**src/rtl/acker_pkg.sv**
```systemverilog
// ----------------------------------------------------------------------------
// acker_pkg
// Shared types, constants and tables of the vehicle and motor step block.
// ----------------------------------------------------------------------------
package acker_pkg;

    localparam int FRAC_BITS_DEF = 16;
    localparam int TRIG_ITER_DEF = 16;

    localparam int ACC_W = 68;      // width of exact sums of rounded products
    localparam int CNT_W = 6;       // iteration counter, holds the longest loop
    localparam int PC_W  = 5;       // program counter
    localparam int PROG_LEN = 23;

    localparam logic signed [63:0] PI_Q29          = 64'sd1686629713;
    localparam logic signed [32:0] DEG2RAD_Q32     = 33'sd74961321;
    localparam logic signed [33:0] CORDIC_INV_GAIN = 34'sd652032874;

    localparam logic [30:0] RST_SAMPLE_TIME = 31'd655;
    localparam logic [30:0] RST_GEAR_RATIO  = 31'd65536;
    localparam logic [30:0] RST_INV_WBASE   = 31'd65536;

    typedef enum logic [2:0] {
        REG_SAMPLE_TIME = 3'd0,
        REG_GEAR_RATIO  = 3'd1,
        REG_INV_WBASE   = 3'd2,
        REG_FRIC_INERT  = 3'd3,
        REG_TORQ_INERT  = 3'd4,
        REG_TORQ_IND    = 3'd5,
        REG_RES_IND     = 3'd6,
        REG_INV_IND     = 3'd7
    } t_reg_idx;

    typedef enum logic [4:0] {
        OP_PX, OP_PY, OP_W, OP_TRIG_H, OP_VX, OP_VY, OP_RAD, OP_TRIG_R, OP_DIV,
        OP_WT, OP_HR, OP_HD, OP_A, OP_OM1, OP_K1, OP_OM2, OP_K2, OP_C1, OP_B,
        OP_C2, OP_K3, OP_C3, OP_WH
    } t_op;

    typedef struct packed {
        t_op              op;
        logic [CNT_W-1:0] cnt;
        logic             latch;
        logic             mul;
        logic             acc;
        logic             tinit;
        logic             red;
        logic             fold;
        logic             rot;
        logic             tend;
        logic             dinit;
        logic             div;
        logic             dend;
        logic             load;
    } t_cmd;

    typedef struct packed {
        logic [31:0] pos_x;
        logic [31:0] pos_y;
        logic [31:0] vel_x;
        logic [31:0] vel_y;
        logic [31:0] heading;
        logic [31:0] heading_rate;
        logic [31:0] rotor_speed;
        logic [31:0] current;
        logic [31:0] delta_vel_x;
        logic [31:0] delta_vel_y;
        logic [31:0] wheel_speed;
        logic        saturated;
    } t_result;

    typedef struct packed {
        logic [31:0] val;
        logic        sat;
    } t_clamp;

    function automatic int red_steps(input int frac);
        return 31 - frac;
    endfunction

    function automatic int div_bits(input int frac);
        return 34 + frac;
    endfunction

    function automatic int trig_iters(input int n);
        return (n < 24) ? n : 24;
    endfunction

    function automatic t_clamp clamp32(input logic signed [ACC_W-1:0] v);
        t_clamp c;
        c.val = v[31:0];
        c.sat = 1'b0;
        if (v > $signed({{(ACC_W-31){1'b0}}, 31'h7FFF_FFFF})) begin
            c.val = 32'h7FFF_FFFF;
            c.sat = 1'b1;
        end else if (v < $signed({{(ACC_W-31){1'b1}}, 31'h0})) begin
            c.val = 32'h8000_0000;
            c.sat = 1'b1;
        end
        return c;
    endfunction

    function automatic logic signed [33:0] atan_q30(input logic [4:0] i);
        logic signed [33:0] a;
        case (i)
            5'd0:    a = 34'sd843314857;
            5'd1:    a = 34'sd497837830;
            5'd2:    a = 34'sd263043837;
            5'd3:    a = 34'sd133525159;
            5'd4:    a = 34'sd67021687;
            5'd5:    a = 34'sd33543516;
            5'd6:    a = 34'sd16775851;
            5'd7:    a = 34'sd8388437;
            5'd8:    a = 34'sd4194283;
            5'd9:    a = 34'sd2097149;
            5'd10:   a = 34'sd1048576;
            5'd11:   a = 34'sd524288;
            5'd12:   a = 34'sd262144;
            5'd13:   a = 34'sd131072;
            5'd14:   a = 34'sd65536;
            5'd15:   a = 34'sd32768;
            5'd16:   a = 34'sd16384;
            5'd17:   a = 34'sd8192;
            5'd18:   a = 34'sd4096;
            5'd19:   a = 34'sd2048;
            5'd20:   a = 34'sd1024;
            5'd21:   a = 34'sd512;
            5'd22:   a = 34'sd256;
            5'd23:   a = 34'sd128;
            default: a = 34'sd0;
        endcase
        return a;
    endfunction

    function automatic t_op prog_op(input logic [PC_W-1:0] pc);
        t_op o;
        case (pc)
            5'd0:    o = OP_PX;
            5'd1:    o = OP_PY;
            5'd2:    o = OP_W;
            5'd3:    o = OP_TRIG_H;
            5'd4:    o = OP_VX;
            5'd5:    o = OP_VY;
            5'd6:    o = OP_RAD;
            5'd7:    o = OP_TRIG_R;
            5'd8:    o = OP_DIV;
            5'd9:    o = OP_WT;
            5'd10:   o = OP_HR;
            5'd11:   o = OP_HD;
            5'd12:   o = OP_A;
            5'd13:   o = OP_OM1;
            5'd14:   o = OP_K1;
            5'd15:   o = OP_OM2;
            5'd16:   o = OP_K2;
            5'd17:   o = OP_C1;
            5'd18:   o = OP_B;
            5'd19:   o = OP_C2;
            5'd20:   o = OP_K3;
            5'd21:   o = OP_C3;
            5'd22:   o = OP_WH;
            default: o = OP_PX;
        endcase
        return o;
    endfunction

endpackage

```
**src/rtl/acker_ctrl.sv**
```systemverilog
// ----------------------------------------------------------------------------
// acker_ctrl
// Sequencer: walks the step program and drives the datapath commands.
// ----------------------------------------------------------------------------
module acker_ctrl #(
    parameter int FRAC_BITS       = acker_pkg::FRAC_BITS_DEF,
    parameter int TRIG_ITERATIONS = acker_pkg::TRIG_ITER_DEF
) (
    input  logic              i_clk,
    input  logic              i_rst_n,
    input  logic              i_in_valid,
    output logic              o_in_ready,
    output logic              o_out_valid,
    input  logic              i_out_ready,
    output acker_pkg::t_cmd   o_cmd
);
    import acker_pkg::*;

    localparam int RED_N = red_steps(FRAC_BITS);
    localparam int ROT_N = trig_iters(TRIG_ITERATIONS);
    localparam int DIV_N = div_bits(FRAC_BITS);

    typedef enum logic [11:0] {
        S_IDLE  = 12'b0000_0000_0001,
        S_MUL   = 12'b0000_0000_0010,
        S_ACC   = 12'b0000_0000_0100,
        S_TINIT = 12'b0000_0000_1000,
        S_RED   = 12'b0000_0001_0000,
        S_FOLD  = 12'b0000_0010_0000,
        S_ROT   = 12'b0000_0100_0000,
        S_TEND  = 12'b0000_1000_0000,
        S_DINIT = 12'b0001_0000_0000,
        S_DIV   = 12'b0010_0000_0000,
        S_DEND  = 12'b0100_0000_0000,
        S_DONE  = 12'b1000_0000_0000
    } t_state;

    t_state           r_state, n_state;
    logic [PC_W-1:0]  r_pc, n_pc;
    logic [CNT_W-1:0] r_cnt, n_cnt;
    logic             r_ovalid, n_ovalid;
    t_state           adv_state;
    logic [PC_W-1:0]  adv_pc;

    function automatic t_state start_of(input t_op op);
        t_state s;
        case (op)
            OP_TRIG_H, OP_TRIG_R: s = S_TINIT;
            OP_DIV:               s = S_DINIT;
            default:              s = S_MUL;
        endcase
        return s;
    endfunction

    // next op of the program, or the hand-over to the output register
    always_comb begin
        adv_pc = PC_W'(r_pc + 1'b1);
        if (r_pc == PC_W'(PROG_LEN - 1)) begin
            adv_state = S_DONE;
        end else begin
            adv_state = start_of(prog_op(adv_pc));
        end
    end

    always_comb begin
        n_state  = r_state;
        n_pc     = r_pc;
        n_cnt    = r_cnt;
        n_ovalid = r_ovalid & ~i_out_ready;
        o_cmd    = '0;
        o_cmd.op = prog_op(r_pc);
        o_cmd.cnt = r_cnt;
        case (r_state)
            S_IDLE: begin
                if (i_in_valid) begin
                    o_cmd.latch = 1'b1;
                    n_pc        = '0;
                    n_state     = start_of(prog_op('0));
                end
            end
            S_MUL: begin
                o_cmd.mul = 1'b1;
                n_state   = S_ACC;
            end
            S_ACC: begin
                o_cmd.acc = 1'b1;
                n_pc      = adv_pc;
                n_state   = adv_state;
            end
            S_TINIT: begin
                o_cmd.tinit = 1'b1;
                n_cnt       = CNT_W'(RED_N - 1);
                n_state     = S_RED;
            end
            S_RED: begin
                o_cmd.red = 1'b1;
                if (r_cnt == '0) begin
                    n_state = S_FOLD;
                end else begin
                    n_cnt = CNT_W'(r_cnt - 1'b1);
                end
            end
            S_FOLD: begin
                o_cmd.fold = 1'b1;
                n_cnt      = '0;
                n_state    = S_ROT;
            end
            S_ROT: begin
                o_cmd.rot = 1'b1;
                if (r_cnt == CNT_W'(ROT_N - 1)) begin
                    n_state = S_TEND;
                end else begin
                    n_cnt = CNT_W'(r_cnt + 1'b1);
                end
            end
            S_TEND: begin
                o_cmd.tend = 1'b1;
                n_pc       = adv_pc;
                n_state    = adv_state;
            end
            S_DINIT: begin
                o_cmd.dinit = 1'b1;
                n_cnt       = '0;
                n_state     = S_DIV;
            end
            S_DIV: begin
                o_cmd.div = 1'b1;
                if (r_cnt == CNT_W'(DIV_N - 1)) begin
                    n_state = S_DEND;
                end else begin
                    n_cnt = CNT_W'(r_cnt + 1'b1);
                end
            end
            S_DEND: begin
                o_cmd.dend = 1'b1;
                n_pc       = adv_pc;
                n_state    = adv_state;
            end
            S_DONE: begin
                if (!r_ovalid || i_out_ready) begin
                    o_cmd.load = 1'b1;
                    n_ovalid   = 1'b1;
                    n_state    = S_IDLE;
                end
            end
            default: n_state = S_IDLE;
        endcase
    end

    always_ff @(posedge i_clk) begin
        if (!i_rst_n) begin
            r_state  <= S_IDLE;
            r_pc     <= '0;
            r_cnt    <= '0;
            r_ovalid <= 1'b0;
        end else begin
            r_state  <= n_state;
            r_pc     <= n_pc;
            r_cnt    <= n_cnt;
            r_ovalid <= n_ovalid;
        end
    end

    assign o_in_ready  = (r_state == S_IDLE);
    assign o_out_valid = r_ovalid;

endmodule

```
**config.mk**
```make
export PLATFORM = sky130hd
export DESIGN_NAME = acker_ctrl
export DESIGN_NICKNAME = d
export VERILOG_FILES = /design/src/rtl/acker_pkg.sv /design/src/rtl/acker_ctrl.sv
export SDC_FILE = /design/constraint.sdc
export NUM_CORES = 1
export LEC_CHECK = 0
export BUFFER_PORTS_ARGS = -buffer_cell sky130_fd_sc_hd__buf_4
export CAP_MARGIN = 20
export CORE_MARGIN = 5
export CORE_UTILIZATION = 50
export CTS_BUF_LIST = sky130_fd_sc_hd__clkbuf_4 sky130_fd_sc_hd__clkbuf_8 sky130_fd_sc_hd__clkbuf_16
export DETAILED_ROUTE_END_ITERATION = 7
export PLACE_DENSITY = 0.72
export SLEW_MARGIN = 5
export SYNTH_ARGS = -nofsm -noshare
export SYNTH_HDL_FRONTEND = slang
export SYNTH_SLANG_ARGS = --single-unit
```
**constraint.sdc**
```tcl
create_clock -name i_clk -period 4.25 [get_ports i_clk]
set_clock_uncertainty 0.2 [all_clocks]
set_input_delay 0.85 -clock i_clk [delete_from_list [all_inputs] [get_ports i_clk]]
set_output_delay 0.85 -clock i_clk [all_outputs]
set_load 0.02 [all_outputs]
```
==> results of run 1 <==
## power by group through the flow
stage | sequential, µW | combinational (µW) | clock [µW]
4_1_cts | 284 | 95.8 | 238
6_report | 284 | 96.1 | 235
3_3_place_gp | 289 | 94.7 | 0
3_5_place_dp | 290 | 95.0 | 0
5_1_grt | 285 | 103 | 256
2_1_floorplan | 289 | 72.3 | 0
## layer usage
metal,track usage [%],share of wire [%]
met4,6.07,1.2
met5,0,0
met2,28.7,46
met3,5.80,5.7
met1,24.7,47
## placed cells by master, fill, tap and decap left out, drive strengths merged, types with 7 or more instances in the layout
master	synthesis	final
a21oi	9	9
and3	8	8
buf	3	29
dfxtp	29	29
inv	16	16
nand2	8	8
nand3	16	16
nor2	27	27
nor3	9	9
nor4b	8	8
o21ai	7	7
## layout make-up
class | count | share of cell area [%]
inverters | 16 | 2.87
multi-input cells | 159 | 52.3
repair buffers | 29 | 10.4
flip-flops and latches | 29 | 27.7
well taps | 46 | 2.75
clock inverters | 3 | 2.21
clock buffers | 5 | 1.79
## worst max-delay path by stage
stage / endpoint / slack (ns) / cells past startpoint
6_report: r_cnt[5]$_SDFFE_PN0P_ / 1.17 / 10
5_1_grt: r_cnt[5]$_SDFFE_PN0P_ / 0.98 / 10
4_1_cts: o_cmd[11] / 1.17 / 4
3_5_place_dp: r_cnt[5]$_SDFFE_PN0P_ / 1.25 / 10
3_3_place_gp: r_cnt[5]$_SDFFE_PN0P_ / 1.34 / 10
2_1_floorplan: r_cnt[5]$_SDFFE_PN0P_ / 1.53 / 10
## state kept, by name (all words and copies together), names as in the netlist
name	flops
r_pc	5
r_cnt	6
o_out_valid	1
r_state	12
o_cmd	5
## through the flow
| step | total power, µW | instance area (µm²) | utilization (%) |
|---|---|---|---|
| 6_report | 615 | 2100 | 62.3 |
| 3_5_place_dp | 385 | 2010 | 59.8 |
| 3_3_place_gp | 384 | 2010 | 59.8 |
| 2_1_floorplan | 361 | 1760 | - |
| 4_1_cts | 618 | 2100 | 62.3 |
| 5_1_grt | 644 | 2100 | 62.3 |
## cell families (layout without fill, tap and decap cells)
logic type                 count (synthesis)  after routing  share of synthesized area (%)
and+or+nand+nor                          106            106                           36.2
AOI/OAI and AO/OA                         43             43                           19.8
DFF                                       29             29                           33.0
buffers and inverters                     21             53                           4.69
adders and majority gates                  6              6                           4.27
xor gates and xnor gates                   4              4                           1.99
## worst register-to-register path: stages, from the launching register on
cell     delay, ns
dfxtp_1       0.40
nor4_4        0.52
nand3_1       0.31
nand2_1       0.22
inv_1         0.06
ha_1          0.31
o21a_1        0.12
nor4_1        0.26
nor2_1        0.08
or4_1         0.40
a21oi_1       0.14
==> metrics.md, run 1 <==
| Metric | Value |
|---|---|
| Die Y-Extent | `69.3 µm` |
| Initial antenna violation count | `0` |
| Clk_lat worst skew | `0.34 ns` |
| Hold WS | `0.345 ns` |
| Fin Setup TNS | `0 ns` |
| Worst reg2reg path startpoint | `r_state[4]$_SDFFE_PN0P_` |
| Register area share after synthesis | `33.0%` |
| Async S/R FF share, synth | `0%` |
| Post_cts resized | `0` |
| DP HPWL | `3270 µm` |
| Routed WL | `4370 µm` |
| First-pass DRT Iterations | `4` |
| Dpl cells | `279` |
| Num CTS Buffers | `5` |
| First DRT Iteration DRCs | `147` |
| Status | `finished, final reports clean` |
| Area added between synthesis and finish | `19.1%` |
| Area occupied by multi-input gates | `1100 µm²` |
| Top_reg_cell synth | `dfxtp_1` |
| Reg power frac | `46.1%` |
| Port-buffer cells | `28` |
| Post-synth top area share | `33.0%` |
| Hold Violations, Final | `0` |
| Crit path largest cell delay | `0.52 ns` |
| Headroom to the max-slew limit | `61.8%` |
| Clock tree from TritonCTS | `done` |
| CTS Sinks | `29` |
| Maxcap violations | `0` |
| FP Rows | `21` |
| Place WS | `1.25 ns` |
| First-pass GRT wire length | `7380 µm` |
| Post-Syn Instances | `209` |
| Sequential cell area | `581 µm²` |
| Pins Over Slew Limit | `0` |
| Crit-path cells | `nor4_4 -> nand3_1 -> nand2_1 -> inv_1 -> ha_1 -> o21a_1 -> nor4_1 -> nor2_1 -> or4_1 -> a21oi_1` |
| Most frequent cell after synthesis | `dfxtp_1` |
| Fill cell count | `325` |
| Postcts setup bufs | `0` |
| Crit-path max FO | `9` |
| Tcrit/Tclk final | `72.6%` |
| Hold Path Sink | `r_cnt[4]$_SDFFE_PN0P_` |
| Critical Path Source | `r_state[4]$_SDFFE_PN0P_` |
| Boundary Pins | `29` |
| Vias in the first global route | `1550` |
| Min-Delay Path Class | `reg -> reg` |
| Post-route minimum period | `3.08 ns` |
| CP required | `4.32 ns` |
| Average wire per standard cell | `15.2 µm` |
| Root Buffer | `clkbuf_4` |
| Synth cell count leaders | `29 x dfxtp_1, 27 x nor2_1, 14 x nand3_1` |
| Clock Tree Buf Depth | `2` |
| Vias per inst | `5.93` |
| RePlAce Congestion | `0.867` |
| Pint | `439 µW` |
| Clock transition at path regs | `0.10 ns` |
| Setup violations, final | `0` |
| Final global-route overflow total | `0` |
| Starting Density | `52.3%` |
| Horiz. Die Dim | `69.3 µm` |
| Buf/Inv on CP | `1` |
| Synthesized flop and latch total | `29` |
| EDFF count, synth | `0` |
| Comb power frac | `15.6%` |
| R2R cell count | `10` |
| Syn Area/Cell | `8.42 µm²` |
| Ranking of synthesized cells by area | `dfxtp_1 33%, nor2_1 5.8%, ha_1 4.3%, nand3_1 4.0%, nor4b_1 4.0%` |
| Syn nets | `219` |
| Peak VDD IR | `0.000184 V` |
| Clk pwr share | `38.3%` |
| Final net count | `250` |
| Critical path class | `reg -> reg` |
| Worst slew pin tran | `0.572 ns` |
| Global Route Usage Sum | `18.6%` |
| Mapped Area | `1760 µm²` |
| Largest net degree at the start of global routing | `14` |
| DR vias | `1702` |
| Net Switching | `177 µW` |
| Hold_sp | `r_cnt[4]$_SDFFE_PN0P_` |
| Core Area | `3360 µm²` |
| Critical Path Source Type | `flop` |
| Htree depth | `2` |
| Power Dens Cells | `294 nW/µm²` |
| Fmax | `0.324 GHz` |
| Lkg Pwr | `0.000882 µW` |
| Cell taking the most area after synthesis | `dfxtp_1` |
| Synth unique cells | `49` |
| DRC | `0` |
| Sw frac | `28.7%` |
| Post-route insts no fill | `287` |
| Crit path max-delay family | `simple AND/OR/NAND/NOR gates` |
| Layout cell share with drive strength beyond 1 | `21.6%` |
| Hold_buf cts | `0` |
| Crit end category | `flop` |
| Area of the die | `4800 µm²` |
| RSZ-0062 raised after global routing | `no` |
| Syn. warnings | `0` |
| Hold Crit Depth | `2` |
| WP data arrival | `3.15 ns` |
| Slowest CP cell | `nor4_4` |
| Antenna Nets Post-Route | `0` |
| Worst setup margin | `1.17 ns` |
| Reg-to-Reg End | `r_cnt[5]$_SDFFE_PN0P_` |
| Antenna Cells | `0` |
| Worst reg2reg setup slack | `1.17 ns` |
(Power assumes the default switching activity.)
==> run 2, diff against run 1 <==
- ABC_AREA: default -> 1
- PLACE_DENSITY: 0.72 -> 0.71
- clock period: 4.25 -> 3 ns (I/O delays scaled with it)
==> metrics.md, run 2 <==
| Metric | Value |
|---|---|
| Status | `finished, final reports clean` |
| Met1 WL | `2090 µm (+0.97%)` |
| Headroom to the max-slew limit | `62.5% (+0.77 points)` |
| Clk_lat worst skew | `0.28 ns (-0.06 ns)` |
| Root Buffer | `clkbuf_8` |
| Post_cts resized | `0 (unchanged)` |
| Buf/Inv on CP | `2 (+1)` |
| Crit-path cells | `nor2_2 -> nand2_2 -> nor2_4 -> nand4_1 -> inv_1 -> buf_4` |
| Starting Density | `50.7% (-1.6 points)` |
| DRC | `0 (unchanged)` |
| Net Switching | `434 µW (+150%)` |
| Post-synth top area share | `29.2% (-3.8 points)` |
| DP HPWL | `3520 µm (+7.8%)` |
| Final net count | `321 (+28%)` |
| Peak VDD IR | `0.000368 V (+100%)` |
| Synth cell count leaders | `55 x nand2_1, 42 x inv_1, 29 x dfxtp_1` |
| EDFF count, synth | `0 (unchanged)` |
| Synthesized flop and latch total | `29 (unchanged)` |
| Synth unique cells | `34 (-31%)` |
| Die Y-Extent | `73.0 µm (+5.3%)` |
| Fin Setup TNS | `0 ns (unchanged)` |
| Crit path largest cell delay | `0.33 ns (-0.19 ns)` |
| Antenna Cells | `0 (unchanged)` |
| Worst slew pin tran | `0.561 ns (-0.0107 ns)` |
| Max reg flops | `12 (unchanged)` |
| Most frequent cells in the layout | `55 x nand2_1, 42 x inv_1, 29 x dfxtp_1, 28 x buf_4, 25 x nand3_1` |
| Global Route Usage Sum | `18.8% (+0.13 points)` |
| Average wire per standard cell | `12.3 µm (-19%)` |
| Async S/R FF share, synth | `0% (unchanged)` |
| Clock Tree Buf Depth | `2 (unchanged)` |
| Lkg Pwr | `0.00122 µW (+38%)` |
| Initial antenna violation count | `0 (unchanged)` |
| Crit-path max FO | `4 (-5)` |
| Crit end category | `output port` |
| Vias per inst | `5.08 (-14%)` |
| RePlAce Congestion | `0.822 (-5.3%)` |
| Slowest CP cell | `dfxtp_1` |
| Core Area | `3910 µm² (+16%)` |
| Maxcap violations | `0 (unchanged)` |
| Layout cell share with drive strength beyond 1 | `29.8% (+8.2 points)` |
| Pins Over Slew Limit | `0 (unchanged)` |
| Clock transition at path regs | `0.07 ns (-0.03 ns)` |
| Boundary Pins | `29 (unchanged)` |
| Final global-route overflow total | `0 (unchanged)` |
| FP Rows | `23 (+9.5%)` |
| Clock tree from TritonCTS | `done` |
| Tcrit/Tclk final | `78.0%` |
| Top flop regs | `r_state: 12 flops, r_cnt: 6 flops` |
| CTS Sinks | `29 (unchanged)` |
| Place WS | `0.727 ns (-0.521 ns)` |
| Crit path max-delay family | `simple AND/OR/NAND/NOR gates` |
| Setup violations, final | `0 (unchanged)` |
| Area of the die | `5330 µm² (+11%)` |
| Wire length on met3 | `179 µm (-28%)` |
| Ranking of synthesized cells by area | `dfxtp_1 29%, nand2_1 10%, inv_1 7.9%, nand3_1 6.3%, ha_1 3.8%` |
| Horiz. Die Dim | `73.0 µm (+5.3%)` |
| Reg power frac | `34.4% (-12 points)` |
| Syn. warnings | `0 (unchanged)` |
| Sw frac | `34.8% (+6.1 points)` |
| Pint | `814 µW (+86%)` |
| Largest net degree at the start of global routing | `15 (+1)` |
| Vias in the first global route | `1777 (+15%)` |
| Register area share after synthesis | `29.2% (-3.8 points)` |
| Comb power frac | `31.6% (+16 points)` |
| Htree depth | `2 (unchanged)` |
| Hold_buf cts | `0 (unchanged)` |
| First-pass DRT Iterations | `4 (unchanged)` |
| Critical path class | `reg -> out` |
| RSZ-0062 raised after global routing | `no` |
| CP required | `2.20 ns (-2.12 ns)` |
| Top_reg_cell synth | `dfxtp_1` |
| Post-route minimum period | `2.34 ns` |
| Antenna Nets Post-Route | `0 (unchanged)` |
| DR vias | `1840 (+8.1%)` |
| Post-Syn Instances | `278 (+33%)` |
| Port-buffer cells | `28 (unchanged)` |
| Most common library cell in the layout ignoring fill and taps | `nand2_1` |
| Min-Delay Path Class | `reg -> reg` |
| First-pass GRT wire length | `7800 µm (+5.7%)` |
| First DRT Iteration DRCs | `90 (-39%)` |
| Most flops, register | `r_state` |
| Syn Area/Cell | `7.14 µm² (-15%)` |
| Postcts setup bufs | `0 (unchanged)` |
| Worst setup margin | `0.661 ns (-0.504 ns)` |
| Critical Path Source Type | `flop` |
| Clk pwr share | `34.1% (-4.2 points)` |
| Cell taking the most area after synthesis | `dfxtp_1` |
| WP data arrival | `1.54 ns (-1.61 ns)` |
| DR top layer | `met4` |
| Num CTS Buffers | `5 (unchanged)` |
| Routed wl met2 | `2120 µm (+6.2%)` |
| Mapped Area | `1990 µm² (+13%)` |
| Power Dens Cells | `527 nW/µm² (+79%)` |
| Routed WL | `4460 µm (+2.0%)` |
| Syn nets | `288 (+32%)` |
| Fmax | `0.428 GHz` |
| Most frequent cell after synthesis | `nand2_1` |
| Area added between synthesis and finish | `19.4%` |
| Hold Violations, Final | `0 (unchanged)` |
## run 2: per-layer routing
layer,track usage [%],vias up
met4,7.58,0
met5,0,-
met3,5.10,6
li1,-,964
met1,23.1,841
met2,30.8,29
## run 2: stage by stage
| step | cells | hold WS, ns | total power (µW) | cell area (µm²) | utilization [%] |
|---|---|---|---|---|---|
| 6_report | 362 | 0.349 | 1250 | 2370 | 60.6 |
| 5_1_grt | 362 | 0.385 | 1320 | 2370 | 60.6 |
| 4_1_cts | 362 | 0.347 | 1260 | 2370 | 60.6 |
| 3_5_place_dp | 354 | 0.335 | 834 | 2250 | 57.5 |
| 3_3_place_gp | 354 | 0.328 | 828 | 2250 | 57.5 |
| 2_1_floorplan | 278 | 0.303 | 741 | 1990 | - |
## run 2: power by group through the flow
stage               registers [µW]  clock network, µW  logic (µW)
floorplan                      435                  0         307
global route                   431                456         438
finish                         429                425         394
global placement               436                  0         392
detailed placement             437                  0         397
CTS                            429                437         398
## run 2: worst paths after layout
kind	to	slack, ns	depth (start not counted)	startpoint
worst min register to register	o_out_valid$_SDFF_PN0_	0.35	2	o_out_valid$_SDFF_PN0_
worst max register to register	r_cnt[5]$_SDFFE_PN0P_	0.71	14	r_state[0]$_SDFFE_PN1P_
worst min-delay path	o_out_valid$_SDFF_PN0_	0.35	2	o_out_valid$_SDFF_PN0_
worst max-delay path	o_cmd[3]	0.66	6	r_state[0]$_SDFFE_PN1P_
## run 2: kinds of logic (layout without fill, tap and decap cells)
| kind of cell | Yosys count | in the layout | synth area share, % |
|---|---|---|---|
| buffers and inverters | 53 | 87 | 10.0 |
| adder cells (fa/ha/maj) | 6 | 6 | 3.78 |
| XOR/XNOR | 4 | 4 | 1.76 |
| AO/OA/AOI/OAI | 33 | 33 | 11.4 |
| flip-flops | 29 | 29 | 29.2 |
| AND/OR/NAND/NOR | 153 | 153 | 43.8 |
## run 2: tightest hold or removal path, stage by stage, from the launching register on
cell and delay (ns):
dfxtp_1 0.32, nand2_1 0.11, a21oi_1 0.07
## run 2: final cells by class
class	instances	area, µm²
fill	373	1540
multi-input combinational	196	1210
sequential	29	581
timing repair buffer	28	210
inverter	51	191
clock buffer	6	82.6
tap	50	62.6
clock inverter	2	37.5
==> run 3, diff against run 2 <==
- clock period: 3 -> 2.45 ns (I/O delays scaled with it)
==> metrics.md, run 3 (synthesized netlist as in run 2, its figures left out) <==
| Metric | Value |
|---|---|
| Average wire per standard cell | `12.4 µm (+0.45%)` |
| RePlAce Congestion | `0.822 (unchanged)` |
| Root Buffer | `clkbuf_8` |
| Final net count | `321 (unchanged)` |
| Max reg flops | `12 (unchanged)` |
| Most frequent cells in the layout | `55 x nand2_1, 42 x inv_1, 29 x dfxtp_1, 28 x buf_4, 25 x nand3_1` |
| First-pass DRT Iterations | `4 (unchanged)` |
| Setup violations, final | `0 (unchanged)` |
| Boundary Pins | `29 (unchanged)` |
| Core Area | `3910 µm² (unchanged)` |
| Lkg Pwr | `0.00122 µW (+0.22%)` |
| Horiz. Die Dim | `73.0 µm (unchanged)` |
| WP data arrival | `2.22 ns (+0.68 ns)` |
| Htree depth | `2 (unchanged)` |
| Num CTS Buffers | `5 (unchanged)` |
| Layout cell share with drive strength beyond 1 | `30.1% (+0.32 points)` |
| Crit-path max FO | `9 (+5)` |
| Antenna Nets Post-Route | `0 (unchanged)` |
| Clock transition at path regs | `0.07 ns (about the same)` |
| CP required | `2.40 ns (+0.20 ns)` |
| Fill cell count | `372 (-0.27%)` |
| Port-buffer cells | `28 (unchanged)` |
| Antenna Cells | `0 (unchanged)` |
| Buf/Inv on CP | `2 (unchanged)` |
| Final global-route overflow total | `0 (unchanged)` |
| Clock tree from TritonCTS | `done` |
| Fin Setup TNS | `0 ns (unchanged)` |
| Peak VDD IR | `0.000440 V (+20%)` |
| DRC | `0 (unchanged)` |
| Largest net degree at the start of global routing | `15 (unchanged)` |
| Worst slew pin tran | `0.562 ns (+0.000806 ns)` |
| Vias per inst | `5.09 (+0.22%)` |
| Power Dens Cells | `648 nW/µm² (+23%)` |
| First DRT Iteration DRCs | `109 (+21%)` |
| Top flop regs | `r_state: 12 flops, r_cnt: 6 flops` |
| Hold Violations, Final | `0 (unchanged)` |
| RSZ-0062 raised after global routing | `no` |
| Area occupied by multi-input gates | `1220 µm² (+1.0%)` |
| First-pass GRT wire length | `7800 µm (unchanged)` |
| Headroom to the max-slew limit | `62.5% (about the same)` |
| Area of the die | `5330 µm² (unchanged)` |
| Total design power | `1540 µW (+24%)` |
| Pins Over Slew Limit | `0 (unchanged)` |
| Sequential cell area | `581 µm² (unchanged)` |
| Most flops, register | `r_state` |
| Status | `finished, final reports clean` |
| CTS Sinks | `29 (unchanged)` |
| FP Rows | `23 (unchanged)` |
| Fmax | `0.442 GHz` |
| Crit end category | `flop` |
| Maxcap violations | `0 (unchanged)` |
| Critical Path Source Type | `flop` |
| Post-route minimum period | `2.26 ns` |
| Global Route Usage Sum | `18.8% (unchanged)` |
| DP HPWL | `3520 µm (unchanged)` |
| Vias in the first global route | `1777 (unchanged)` |
| Initial antenna violation count | `0 (unchanged)` |
| Critical path class | `reg -> reg` |
| Crit-path cells | `nor2_4 -> nand2_4 -> nor2_4 -> nand2_4 -> nand2_8 -> inv_2 -> ha_1 -> inv_1 -> nor2_1 -> nand3_1 -> nand2_1 -> nand2_1 -> nand3_2 -> a21oi_2` |
| Crit path max-delay family | `simple AND/OR/NAND/NOR gates` |
| Slowest CP cell | `dfxtp_1` |
| Area added between synthesis and finish | `20.0%` |
| Starting Density | `50.7% (unchanged)` |
| DR vias | `1844 (+0.22%)` |
| Tcrit/Tclk final | `92.4%` |
| Hold_buf cts | `0 (unchanged)` |
| Min-Delay Path Class | `in -> reg` |
| Die Y-Extent | `73.0 µm (unchanged)` |
| Postcts setup bufs | `0 (unchanged)` |
| Most common library cell in the layout ignoring fill and taps | `nand2_1` |
| Clk_lat worst skew | `0.28 ns (about the same)` |
| Clock Tree Buf Depth | `2 (unchanged)` |
| Crit path largest cell delay | `0.37 ns (+0.04 ns)` |
| Routed WL | `4480 µm (+0.45%)` |
## run 3: cell counts in the layout (fill, tap and decap cells not counted)
No cell type changed its count.
## run 3: metrics by stage
stage          area [µm²]  cells  utilization (%)  setup WS [ns]  hold WS (ns)
5_1_grt              2380    362             60.9        0.00286         0.296
6_report             2380    362             60.9          0.185         0.302
3_5_place_dp         2250    354             57.5          0.177         0.335
3_3_place_gp         2250    354             57.5          0.234         0.328
2_1_floorplan        1990    278                -          0.382         0.303
4_1_cts              2370    362             60.6          0.158         0.293
## run 3: final timing paths
path	from	to	slack, ns	cells past startpoint
hold / removal	i_rst_n	r_state[0]$_SDFFE_PN1P_	0.30	2
setup reg to reg	r_state[10]$_SDFFE_PN0P_	r_cnt[5]$_SDFFE_PN0P_	0.19	14
hold reg to reg	o_out_valid$_SDFF_PN0_	o_out_valid$_SDFF_PN0_	0.35	2
setup / recovery	r_state[10]$_SDFFE_PN0P_	r_cnt[5]$_SDFFE_PN0P_	0.19	14
## run 3: power by group
part | switching, µW | internal [µW]
combinational | 319 | 173
clock | 191 | 330
sequential | 31.0 | 500
total | 541 | 1000
## run 3: area by class of cell
type                       instances  share of cell area (%)
clock buffer                       6                    3.46
clock inverter                     2                    1.57
inverter                          51                    8.03
multi-input combinational        196                    51.1
sequential                        29                    24.4
tap                               50                    2.62
timing repair buffer              28                    8.82
## run 3: what timing repair did
action | in CTS | in global routing
endpoints found under the setup margin | 0 | 1
gates resized for setup | 0 | 3
hold endpoints to repair | 0 | 0
## run 3: per-layer routing
layer	global-route usage [%]	part of all wire, %	vias to the layer above
met1	23.1	47	841
met5	0	0	-
li1	-	-	966
met3	5.10	4.1	6
met4	7.58	1.5	0
met2	30.8	48	31
